**src/hw/rtl/bt7ca_pkg.sv**
```systemverilog
package bt7ca_pkg;

    // sample and accumulator widths
    typedef logic signed [15:0] sample_t;
    typedef logic signed [17:0] coef_t;
    typedef logic signed [39:0] wide_t;

    // pipeline depth, one register stage per entry
    localparam int unsigned NUM_STAGES = 10;

    // bt.709 coefficients in units of 2^-16
    localparam coef_t KY_R = 18'sd13933;
    localparam coef_t KY_G = 18'sd46871;
    localparam coef_t KY_B = 18'sd4732;
    localparam coef_t KU_R = -18'sd7504;
    localparam coef_t KU_G = -18'sd25264;
    localparam coef_t KU_B = 18'sd32768;
    localparam coef_t KV_R = 18'sd32768;
    localparam coef_t KV_G = -18'sd29773;
    localparam coef_t KV_B = -18'sd2995;
    localparam coef_t KR_V = 18'sd103206;
    localparam coef_t KG_U = -18'sd12242;
    localparam coef_t KG_V = -18'sd30671;
    localparam coef_t KB_U = 18'sd121635;

    localparam int unsigned FRAC_BITS = 12;
    localparam int unsigned COEF_BITS = 16;

    localparam logic signed [16:0] Q_ONE  = 17'sd4096;
    localparam logic signed [16:0] Q_HALF = 17'sd2048;

    typedef enum logic [1:0] {
        MODE_ALL   = 2'd0,
        MODE_RED   = 2'd1,
        MODE_GREEN = 2'd2,
        MODE_BLUE  = 2'd3
    } mode_t;

    typedef enum logic [2:0] {
        REG_CHANNEL_MODE   = 3'd0,
        REG_RED_GAIN       = 3'd1,
        REG_GREEN_GAIN     = 3'd2,
        REG_BLUE_GAIN      = 3'd3,
        REG_LUMA_GAIN      = 3'd4,
        REG_CONTRAST_RATIO = 3'd5,
        REG_GRAY_ENABLE    = 3'd6,
        REG_INVERT_ENABLE  = 3'd7
    } reg_idx_t;

    typedef struct packed {
        mode_t   channel_mode;
        sample_t red_gain;
        sample_t green_gain;
        sample_t blue_gain;
        sample_t luma_gain;
        sample_t contrast_ratio;
        logic    gray_enable;
        logic    invert_enable;
    } cfg_t;

    typedef struct packed {
        sample_t red_in;
        sample_t green_in;
        sample_t blue_in;
    } in_word_t;

    typedef struct packed {
        sample_t red_out;
        sample_t green_out;
        sample_t blue_out;
        logic    clipped;
    } out_word_t;

    typedef struct packed {
        sample_t val;
        logic    clip;
    } sat_t;

    // clamp to 16-bit signed range
    function automatic sat_t sat16(input wide_t v);
        sat_t res;
        if (v > wide_t'(32767))
        begin
            res.val  = 16'sh7FFF;
            res.clip = 1'b1;
        end
        else if (v < wide_t'(-32768))
        begin
            res.val  = -16'sh8000;
            res.clip = 1'b1;
        end
        else
        begin
            res.val  = v[15:0];
            res.clip = 1'b0;
        end
        return res;
    endfunction

    // round to nearest, ties upward, then clamp
    function automatic sat_t rnd_sat(input wide_t v, input int unsigned s);
        wide_t bias;
        wide_t r;
        bias = wide_t'(1) <<< (s - 1);
        r    = (v + bias) >>> s;
        return sat16(r);
    endfunction

    // sample times coefficient, widened to accumulator
    function automatic wide_t mulk(input sample_t a, input coef_t k);
        logic signed [33:0] p;
        p = a * k;
        return wide_t'(p);
    endfunction

endpackage

```
**src/hw/rtl/bt7ca_cfg_regs.sv**
```systemverilog
module bt7ca_cfg_regs
    import bt7ca_pkg::*;
(
    input  logic        clk,
    input  logic        rst_n,
    input  logic        cfg_write,
    input  logic [2:0]  cfg_index,
    input  logic [15:0] cfg_data,
    output cfg_t        cfg
);

    cfg_t cfg_reg;
    cfg_t cfg_next;

    always_comb
    begin
        cfg_next = cfg_reg;
        if (cfg_write)
        begin
            unique case (reg_idx_t'(cfg_index))
                REG_CHANNEL_MODE:   cfg_next.channel_mode   = mode_t'(cfg_data[1:0]);
                REG_RED_GAIN:       cfg_next.red_gain       = cfg_data;
                REG_GREEN_GAIN:     cfg_next.green_gain     = cfg_data;
                REG_BLUE_GAIN:      cfg_next.blue_gain      = cfg_data;
                REG_LUMA_GAIN:      cfg_next.luma_gain      = cfg_data;
                REG_CONTRAST_RATIO: cfg_next.contrast_ratio = cfg_data;
                REG_GRAY_ENABLE:    cfg_next.gray_enable    = cfg_data[0];
                REG_INVERT_ENABLE:  cfg_next.invert_enable  = cfg_data[0];
                default:            cfg_next = cfg_reg;
            endcase
        end
    end

    always_ff @(posedge clk or negedge rst_n)
    begin
        if (!rst_n)
        begin
            cfg_reg.channel_mode   <= MODE_ALL;
            cfg_reg.red_gain       <= 16'sd4096;
            cfg_reg.green_gain     <= 16'sd4096;
            cfg_reg.blue_gain      <= 16'sd4096;
            cfg_reg.luma_gain      <= 16'sd4096;
            cfg_reg.contrast_ratio <= 16'sd4096;
            cfg_reg.gray_enable    <= 1'b0;
            cfg_reg.invert_enable  <= 1'b0;
        end
        else
        begin
            cfg_reg <= cfg_next;
        end
    end

    assign cfg = cfg_reg;

endmodule

```
**config.mk**
```make
export PLATFORM = sky130hd
export DESIGN_NAME = bt7ca_cfg_regs
export DESIGN_NICKNAME = d
export VERILOG_FILES = /design/src/hw/rtl/bt7ca_pkg.sv /design/src/hw/rtl/bt7ca_cfg_regs.sv
export SDC_FILE = /design/constraint.sdc
export NUM_CORES = 1
export LEC_CHECK = 0
export ABC_AREA = 0
export BUFFER_PORTS_ARGS = -buffer_cell sky130_fd_sc_hd__clkbuf_2
export CAP_MARGIN = 20
export CORE_MARGIN = 3
export CORE_UTILIZATION = 51
export DETAILED_ROUTE_END_ITERATION = 10
export GPL_ROUTABILITY_DRIVEN = 0
export GPL_TIMING_DRIVEN = 0
export PLACE_DENSITY = 0.79
export SYNTH_ARGS = -nofsm -noshare
export SYNTH_HDL_FRONTEND = slang
export SYNTH_SLANG_ARGS = --single-unit
```
**constraint.sdc**
```tcl
create_clock -name clk -period 1 [get_ports clk]
set_clock_uncertainty 0.05 [all_clocks]
set_input_delay 0.2 -clock clk [delete_from_list [all_inputs] [get_ports clk]]
set_output_delay 0.2 -clock clk [all_outputs]
set_load 0.05 [all_outputs]
```
==> implementation parameters, run 1 <==
Parameter                              Value

Global route
  Initial antenna violation count    0
  Maximum number of pins on one net before global-route repair    64

CTS
  Number of sinks handled by clock tree synthesis    84
  Maximum buffer depth of the clock tree    2
  Level count of the clock H-tree    3
  CTS Buf Count    9
  Root buffer selected by CTS    clkbuf_8

Die
  Height of the die    88.32 um
  Io pins    106
  Row count    29
  Die W    88.32 um
  Initial standard-cell utilization of the core    53.51%

Synth
  Number of enable flip-flop cells after synthesis    0
  Cell count after synthesis    187
  Cell with the most instances after synthesis    dfrtp_1
  Total standard cell area after synthesis    approximately 3500 um^2
  Syn_area_per_cell    18.48 um^2
  Post-Syn Nets    approximately 210
  Sequential share of the synthesized area    61.01%
  Ys flop type    dfrtp_1
  List of most frequent post-synthesis cells    dfrtp_1 (79), mux2_2 (43), mux2_4 (40)
  Number of distinct library cells after synthesis    14
  Total number of yosys warnings    0
  Post-synth top area share    57.20%
  Async S/R FF share, synth    100.0%
  Library cell with the largest summed area after synthesis    dfrtp_1
  Number of synthesized register bits    between 80 and 90
  Most area-consuming cells after synthesis    dfrtp_1 (57%), mux2_4 (17%), mux2_2 (14%), dfstp_2 (3.8%), buf_12 (1.7%)

Timing
  Kind of pin the worst path terminates on    output port
  Endpoint pin with the least setup slack after global-route repair    cfg[30]

Placement
  Placement-stage cell area    4198 um^2
  Count of buffers from port buffering    102
  # placed instances    367
  Pre-CTS setup slack    -0.5647 ns
  HPWL after DPL    5026 um

Status
  Status    stopped before the end
  Error msg    [ERROR DPL-0033] detailed placement checks failed during check placement.
  Stage where the flow stopped    5_1_grt
==> what timing repair did <==
| action | in CTS |
|---|---|
| hold endpoints to repair | 21 |
| setup buffers | 52 |
| setup endpoints to repair | 131 |
| pin swaps | 2 |
| resized for setup | 203 |
| cloned | 3 |
==> kinds of logic after synthesis <==
group                  synth area share (%)
buffers and inverters                 3.910
DFF                                   61.01
muxes                                 31.72
and+or+nand+nor                       3.367
==> through the flow <==
step | utilization (%) | hold WS, ns
2_1_floorplan | - | -0.1456
3_3_place_gp | 64.53 | 0.4412
3_5_place_dp | 64.99 | 0.09391
4_1_cts | 91.65 | -0.2839
==> run 2: changes to the inputs <==
--- a/config.mk
+++ b/config.mk
@@ -9,11 +9,11 @@
 export BUFFER_PORTS_ARGS = -buffer_cell sky130_fd_sc_hd__clkbuf_2
 export CAP_MARGIN = 20
 export CORE_MARGIN = 3
-export CORE_UTILIZATION = 51
+export CORE_UTILIZATION = 40
 export DETAILED_ROUTE_END_ITERATION = 10
 export GPL_ROUTABILITY_DRIVEN = 0
 export GPL_TIMING_DRIVEN = 0
-export PLACE_DENSITY = 0.79
+export PLACE_DENSITY_LB_ADDON = 0.15
 export SYNTH_ARGS = -nofsm -noshare
 export SYNTH_HDL_FRONTEND = slang
 export SYNTH_SLANG_ARGS = --single-unit
==> run 2 against run 1 <==
Against the previous run:
- the flow now finishes, with violations (negative hold slack, negative setup slack)
- area after synthesis is the same
- synthesized cell count unchanged
==> implementation parameters, run 2 <==
Parameter                              Value

Placement
  Placement-stage cell area    4233 um^2 (was 4198 um^2)
  HPWL after DPL    4958 um (was 5026 um)
  Count of buffers from port buffering    102 (unchanged)
  Pre-CTS setup slack    -0.5680 ns (was -0.5647 ns)

Synth
  Syn_area_per_cell    18.48 um^2 (unchanged)
  Number of distinct library cells after synthesis    14 (unchanged)
  Async S/R FF share, synth    100.0% (unchanged)
  Library cell with the largest summed area after synthesis    dfrtp_1 (unchanged)
  Cell with the most instances after synthesis    dfrtp_1 (unchanged)
  Cell count after synthesis    187 (unchanged)
  Number of enable flip-flop cells after synthesis    0 (unchanged)
  Ys flop type    dfrtp_1 (unchanged)
  Sequential share of the synthesized area    61.01% (unchanged)
  Post-synth top area share    57.20% (unchanged)
  Most area-consuming cells after synthesis    dfrtp_1 (57%), mux2_4 (17%), mux2_2 (14%), dfstp_2 (3.8%), buf_12 (1.7%) (unchanged)
  Total standard cell area after synthesis    3456 um^2 (unchanged)
  Post-Syn Nets    209 (unchanged)
  Number of synthesized register bits    84 (unchanged)
  Total number of yosys warnings    0 (unchanged)
  List of most frequent post-synthesis cells    dfrtp_1 (79), mux2_2 (43), mux2_4 (40) (unchanged)

Worst setup path
  Kind of start point of the critical path    register
  Top Family by Delay on Critical Path    flip-flops
  Longest individual stage delay on the worst path    0.56 ns
  Worst EP arrival    1.07 ns
  CP endpoint kind    output port
  Max stage delay cell, worst path    dfstp_2
  Critical path data required time    0.75 ns
  CP Cell Sequence    clkbuf_16
  Critical path buffers and inverters    1
  Worst-path fanout max    2
  Critical path class    register to output port

Final layout
  Post-route cell area    between 6000 and 7000 um^2
  Area added between synthesis and finish    73.93%
  Most common library cell in the layout ignoring fill and taps    buf_8
  Top library cells by usage in the layout, fill and taps aside    buf_8 (83), mux2_4 (66), dfrtp_1 (65), buf_4 (52), mux2_2 (18)
  Final core utilization    72.43%
  Filler Cells Inserted    506
  Fraction of layout instances using a drive strength above 1    81.18%
  Number of flip-flops under the largest register name    between 80 and 90
  Number of inserted diodes    0
  Area of the multi-input gates    1334 um^2
  Footprint of the flip-flops and latches    approximately 2100 um^2
  Number of nets in the finished design    389

Status
  Status    complete, but fails checks (was stopped before the end)
  Violations in the final reports    negative hold slack, negative setup slack

Power and ir drop
  Int Pwr    0.009094 W
  Switching share of total power    38.09%
  Sw Pwr    about 0.0056 W
  Sequential power share    33.7%
  Peak VDD IR    1328 uV
  Leakage component of the power    just under 3 nW
  Clock share of power    16.9%
  Pwr/cell area    2444 nW/um^2
  Logic gate share of total power    49.5%

Timing
  Remaining max-slew budget at the tightest pin    between 60% and 70%
  Minimum clock period    1.316 ns
  Slew at the pin closest to its max-slew limit    0.4879 ns
  Number of setup violations in the final report    between 100 and 150
  Post-route clock period utilization    131.6%
  PnR worst setup slack    -0.3159 ns
  Final hold viol count    32
  RSZ-0062 raised after global routing    true
  Final setup TNS    -17.47 ns
  Hold slack    -0.2316 ns
  Pins over their slew limit    0
  Maximum achievable frequency    759.9 MHz

Route
  Total length of routed wires    9269 um
  Vias    2,277
  # DRC    0
  1st-iter DRT viols    54
  Remaining number of nets flagged by the antenna check after routing    0
  Detailed Routing Iterations Pass 1    4
  Average vias per placed instance    around 4.8
  Drt wl/cell    ~19 um

CTS
  Worst-skew pair later-pin latency    roughly 0.35 ns
  Number of sinks handled by clock tree synthesis    84 (unchanged)
  Level count of the clock H-tree    3 (unchanged)
  Clock transition at the registers of the reported paths    0.09 ns
  Root buffer selected by CTS    clkbuf_8 (unchanged)
  Maximum buffer depth of the clock tree    2 (unchanged)
  TritonCTS clock tree    done
  CTS Buf Count    9 (unchanged)

Die
  Height of the die    98.95 um (was 88.32 um)
  Initial standard-cell utilization of the core    41.64% (was 53.51%)
  Die Area    about 9800 um^2
  Die W    98.95 um (was 88.32 um)
  Row count    33 (was 29)
  Io pins    106 (unchanged)
  Core area    between 8000 and 9000 um^2

Global route
  Combined global-route utilization of all metal layers    roughly a fifth
  Maximum number of pins on one net before global-route repair    53
  First-pass GRT wire length    between 10,000 and 15,000 um
  Initial antenna violation count    0
  Via count of the first global-routing pass    between 2,000 and 2,500
  Sum of overflow across all layers after global routing    0

Flow run
  Number of maximum-capacitance constraint violations    0

Min path
  Path category of the worst min-delay check    input pin to asynchronous set/reset pin
## run 2: logic make-up (layout without fill, tap and decap cells)
logic type / after synthesis / after routing / share of synthesized area, %
buf+inv: 11 / 196 / 3.910
flops: 84 / 84 / 61.01
mux: 84 / 84 / 31.72
simple gates: 8 / 8 / 3.367
## run 2: power by group through the flow
stage | logic [W] | registers, W | clock network (W)
global route | 0.00752 | 0.00502 | 0.00273
global placement | 0.00481 | 0.00467 | 0
finish | 0.00727 | 0.00494 | 0.00248
floorplan | 0.00106 | 0.00732 | 0
CTS | 0.00660 | 0.00472 | 0.00258
detailed placement | 0.00486 | 0.00468 | 0
## run 2: timing repair
item | CTS | global route
buffers inserted | 45 | 25
resized for setup | 190 | 91
endpoints found under the hold margin | 32 | 32
endpoints found under the setup margin | 137 | 116
pin swaps | 2 | 2
cloned | 2 | 1
## run 2: area by class of cell
type	instances	area share, %
clock buffer	13	2.644
timing repair buffer	169	33.87
tap	105	2.186
buffer	11	2.998
multi-input combinational	92	22.19
sequential	84	35.37
clock inverter	3	0.7494
## run 2: layer usage
metal,routed length [um],up-vias,track usage (%)
li1,-,1029,-
met1,3953,1166,24.35
met2,4677,76,30.68
met3,566,6,7.431
met4,72,0,3.782
met5,0,-,0
## run 2: final timing paths
kind                               from       to  slack (ns)  cells past startpoint
setup / recovery                cfg[62]  cfg[62]       -0.32                      1
hold / removal                    rst_n  cfg[42]       -0.23                      1
setup reg to reg                 cfg[8]   cfg[8]       -0.10                      3
hold reg to reg                 cfg[34]  cfg[34]        0.50                      1
max in group asynchronous         rst_n  cfg[30]        0.46                      2
min in group clk           cfg_data[14]  cfg[32]        0.11                      2
## run 2: metrics by stage
stage / std cells / power (W)
finish: 477 / 0.01469
global route: 477 / 0.01527
CTS: 458 / 0.01390
detailed placement: 395 / 0.009540
global placement: 394 / 0.009488
floorplan: 187 / 0.008380
No activity file was read; power rests on OpenSTA's default activity.
==> run 3: changes to the inputs <==
--- a/config.mk
+++ b/config.mk
@@ -7,9 +7,8 @@
 export LEC_CHECK = 0
 export ABC_AREA = 0
 export BUFFER_PORTS_ARGS = -buffer_cell sky130_fd_sc_hd__clkbuf_2
-export CAP_MARGIN = 20
 export CORE_MARGIN = 3
-export CORE_UTILIZATION = 40
+export CORE_UTILIZATION = 51
 export DETAILED_ROUTE_END_ITERATION = 10
 export GPL_ROUTABILITY_DRIVEN = 0
 export GPL_TIMING_DRIVEN = 0
==> run 3 against run 2 <==
Against the previous run:
- the run now fails in 5_1_grt
- synthesized cell count unchanged
- area after synthesis did not move
==> implementation parameters, run 3 <==
Parameter                              Value

CTS
  Maximum buffer depth of the clock tree    2 (unchanged)
  Number of sinks handled by clock tree synthesis    84 (unchanged)
  Level count of the clock H-tree    3 (unchanged)
  CTS Buf Count    9 (unchanged)
  Root buffer selected by CTS    clkbuf_8 (unchanged)

Synth
  Library cell with the largest summed area after synthesis    dfrtp_1 (unchanged)
  Sequential share of the synthesized area    61.01% (unchanged)
  Cell with the most instances after synthesis    dfrtp_1 (unchanged)
  Async S/R FF share, synth    100.0% (unchanged)
  Cell count after synthesis    187 (unchanged)
  Number of enable flip-flop cells after synthesis    0 (unchanged)
  Syn_area_per_cell    18.48 um^2 (unchanged)
  Total number of yosys warnings    0 (unchanged)
  Number of synthesized register bits    84 (unchanged)
  Number of distinct library cells after synthesis    14 (unchanged)
  Most area-consuming cells after synthesis    dfrtp_1 (57%), mux2_4 (17%), mux2_2 (14%), dfstp_2 (3.8%), buf_12 (1.7%) (unchanged)
  List of most frequent post-synthesis cells    dfrtp_1 (79), mux2_2 (43), mux2_4 (40) (unchanged)
  Total standard cell area after synthesis    3456 um^2 (unchanged)
  Post-synth top area share    57.20% (unchanged)
  Ys flop type    dfrtp_1 (unchanged)
  Post-Syn Nets    209 (unchanged)

Die
  Io pins    106 (unchanged)
  Row count    29 (was 33)
  Height of the die    88.32 um (was 98.95 um)
  Initial standard-cell utilization of the core    53.51% (was 41.64%)
  Die W    88.32 um (was 98.95 um)

Global route
  Maximum number of pins on one net before global-route repair    60
  Initial antenna violation count    0

Status
  Status    stopped before the end (was complete, but fails checks)
  Stage where the flow stopped    5_1_grt
  Error msg    [ERROR DPL-0033] detailed placement checks failed during check placement.

Timing
  Endpoint pin with the least setup slack after global-route repair    cfg[14]
  Kind of pin the worst path terminates on    output port

Placement
  Count of buffers from port buffering    102 (unchanged)
  HPWL after DPL    4907 um (was 4958 um)
[run 3: cells by family after synthesis]
logic type	synth area share, %
buffers and inverters	3.910
and+or+nand+nor	3.367
DFF	61.01
muxes	31.72
[run 3: what timing repair did]
| action | CTS |
|---|---|
| hold endpoints to repair | 23 |
| endpoints found under the setup margin | 138 |
| gates resized for setup | 204 |
| setup buffers | 50 |
| pin swaps | 4 |
| gates cloned | 5 |
[run 3: metrics by stage]
step | hold slack, ns | cells | area, um^2 | setup slack, ns
after floorplan | -0.1456 | 187 | 3561 | -0.3517
after global placement | 0.4401 | 366 | 4168 | -1.354
after detailed placement | 0.1268 | 367 | 4198 | -0.5772
after CTS | -0.2490 | 438 | 5858 | -0.3240
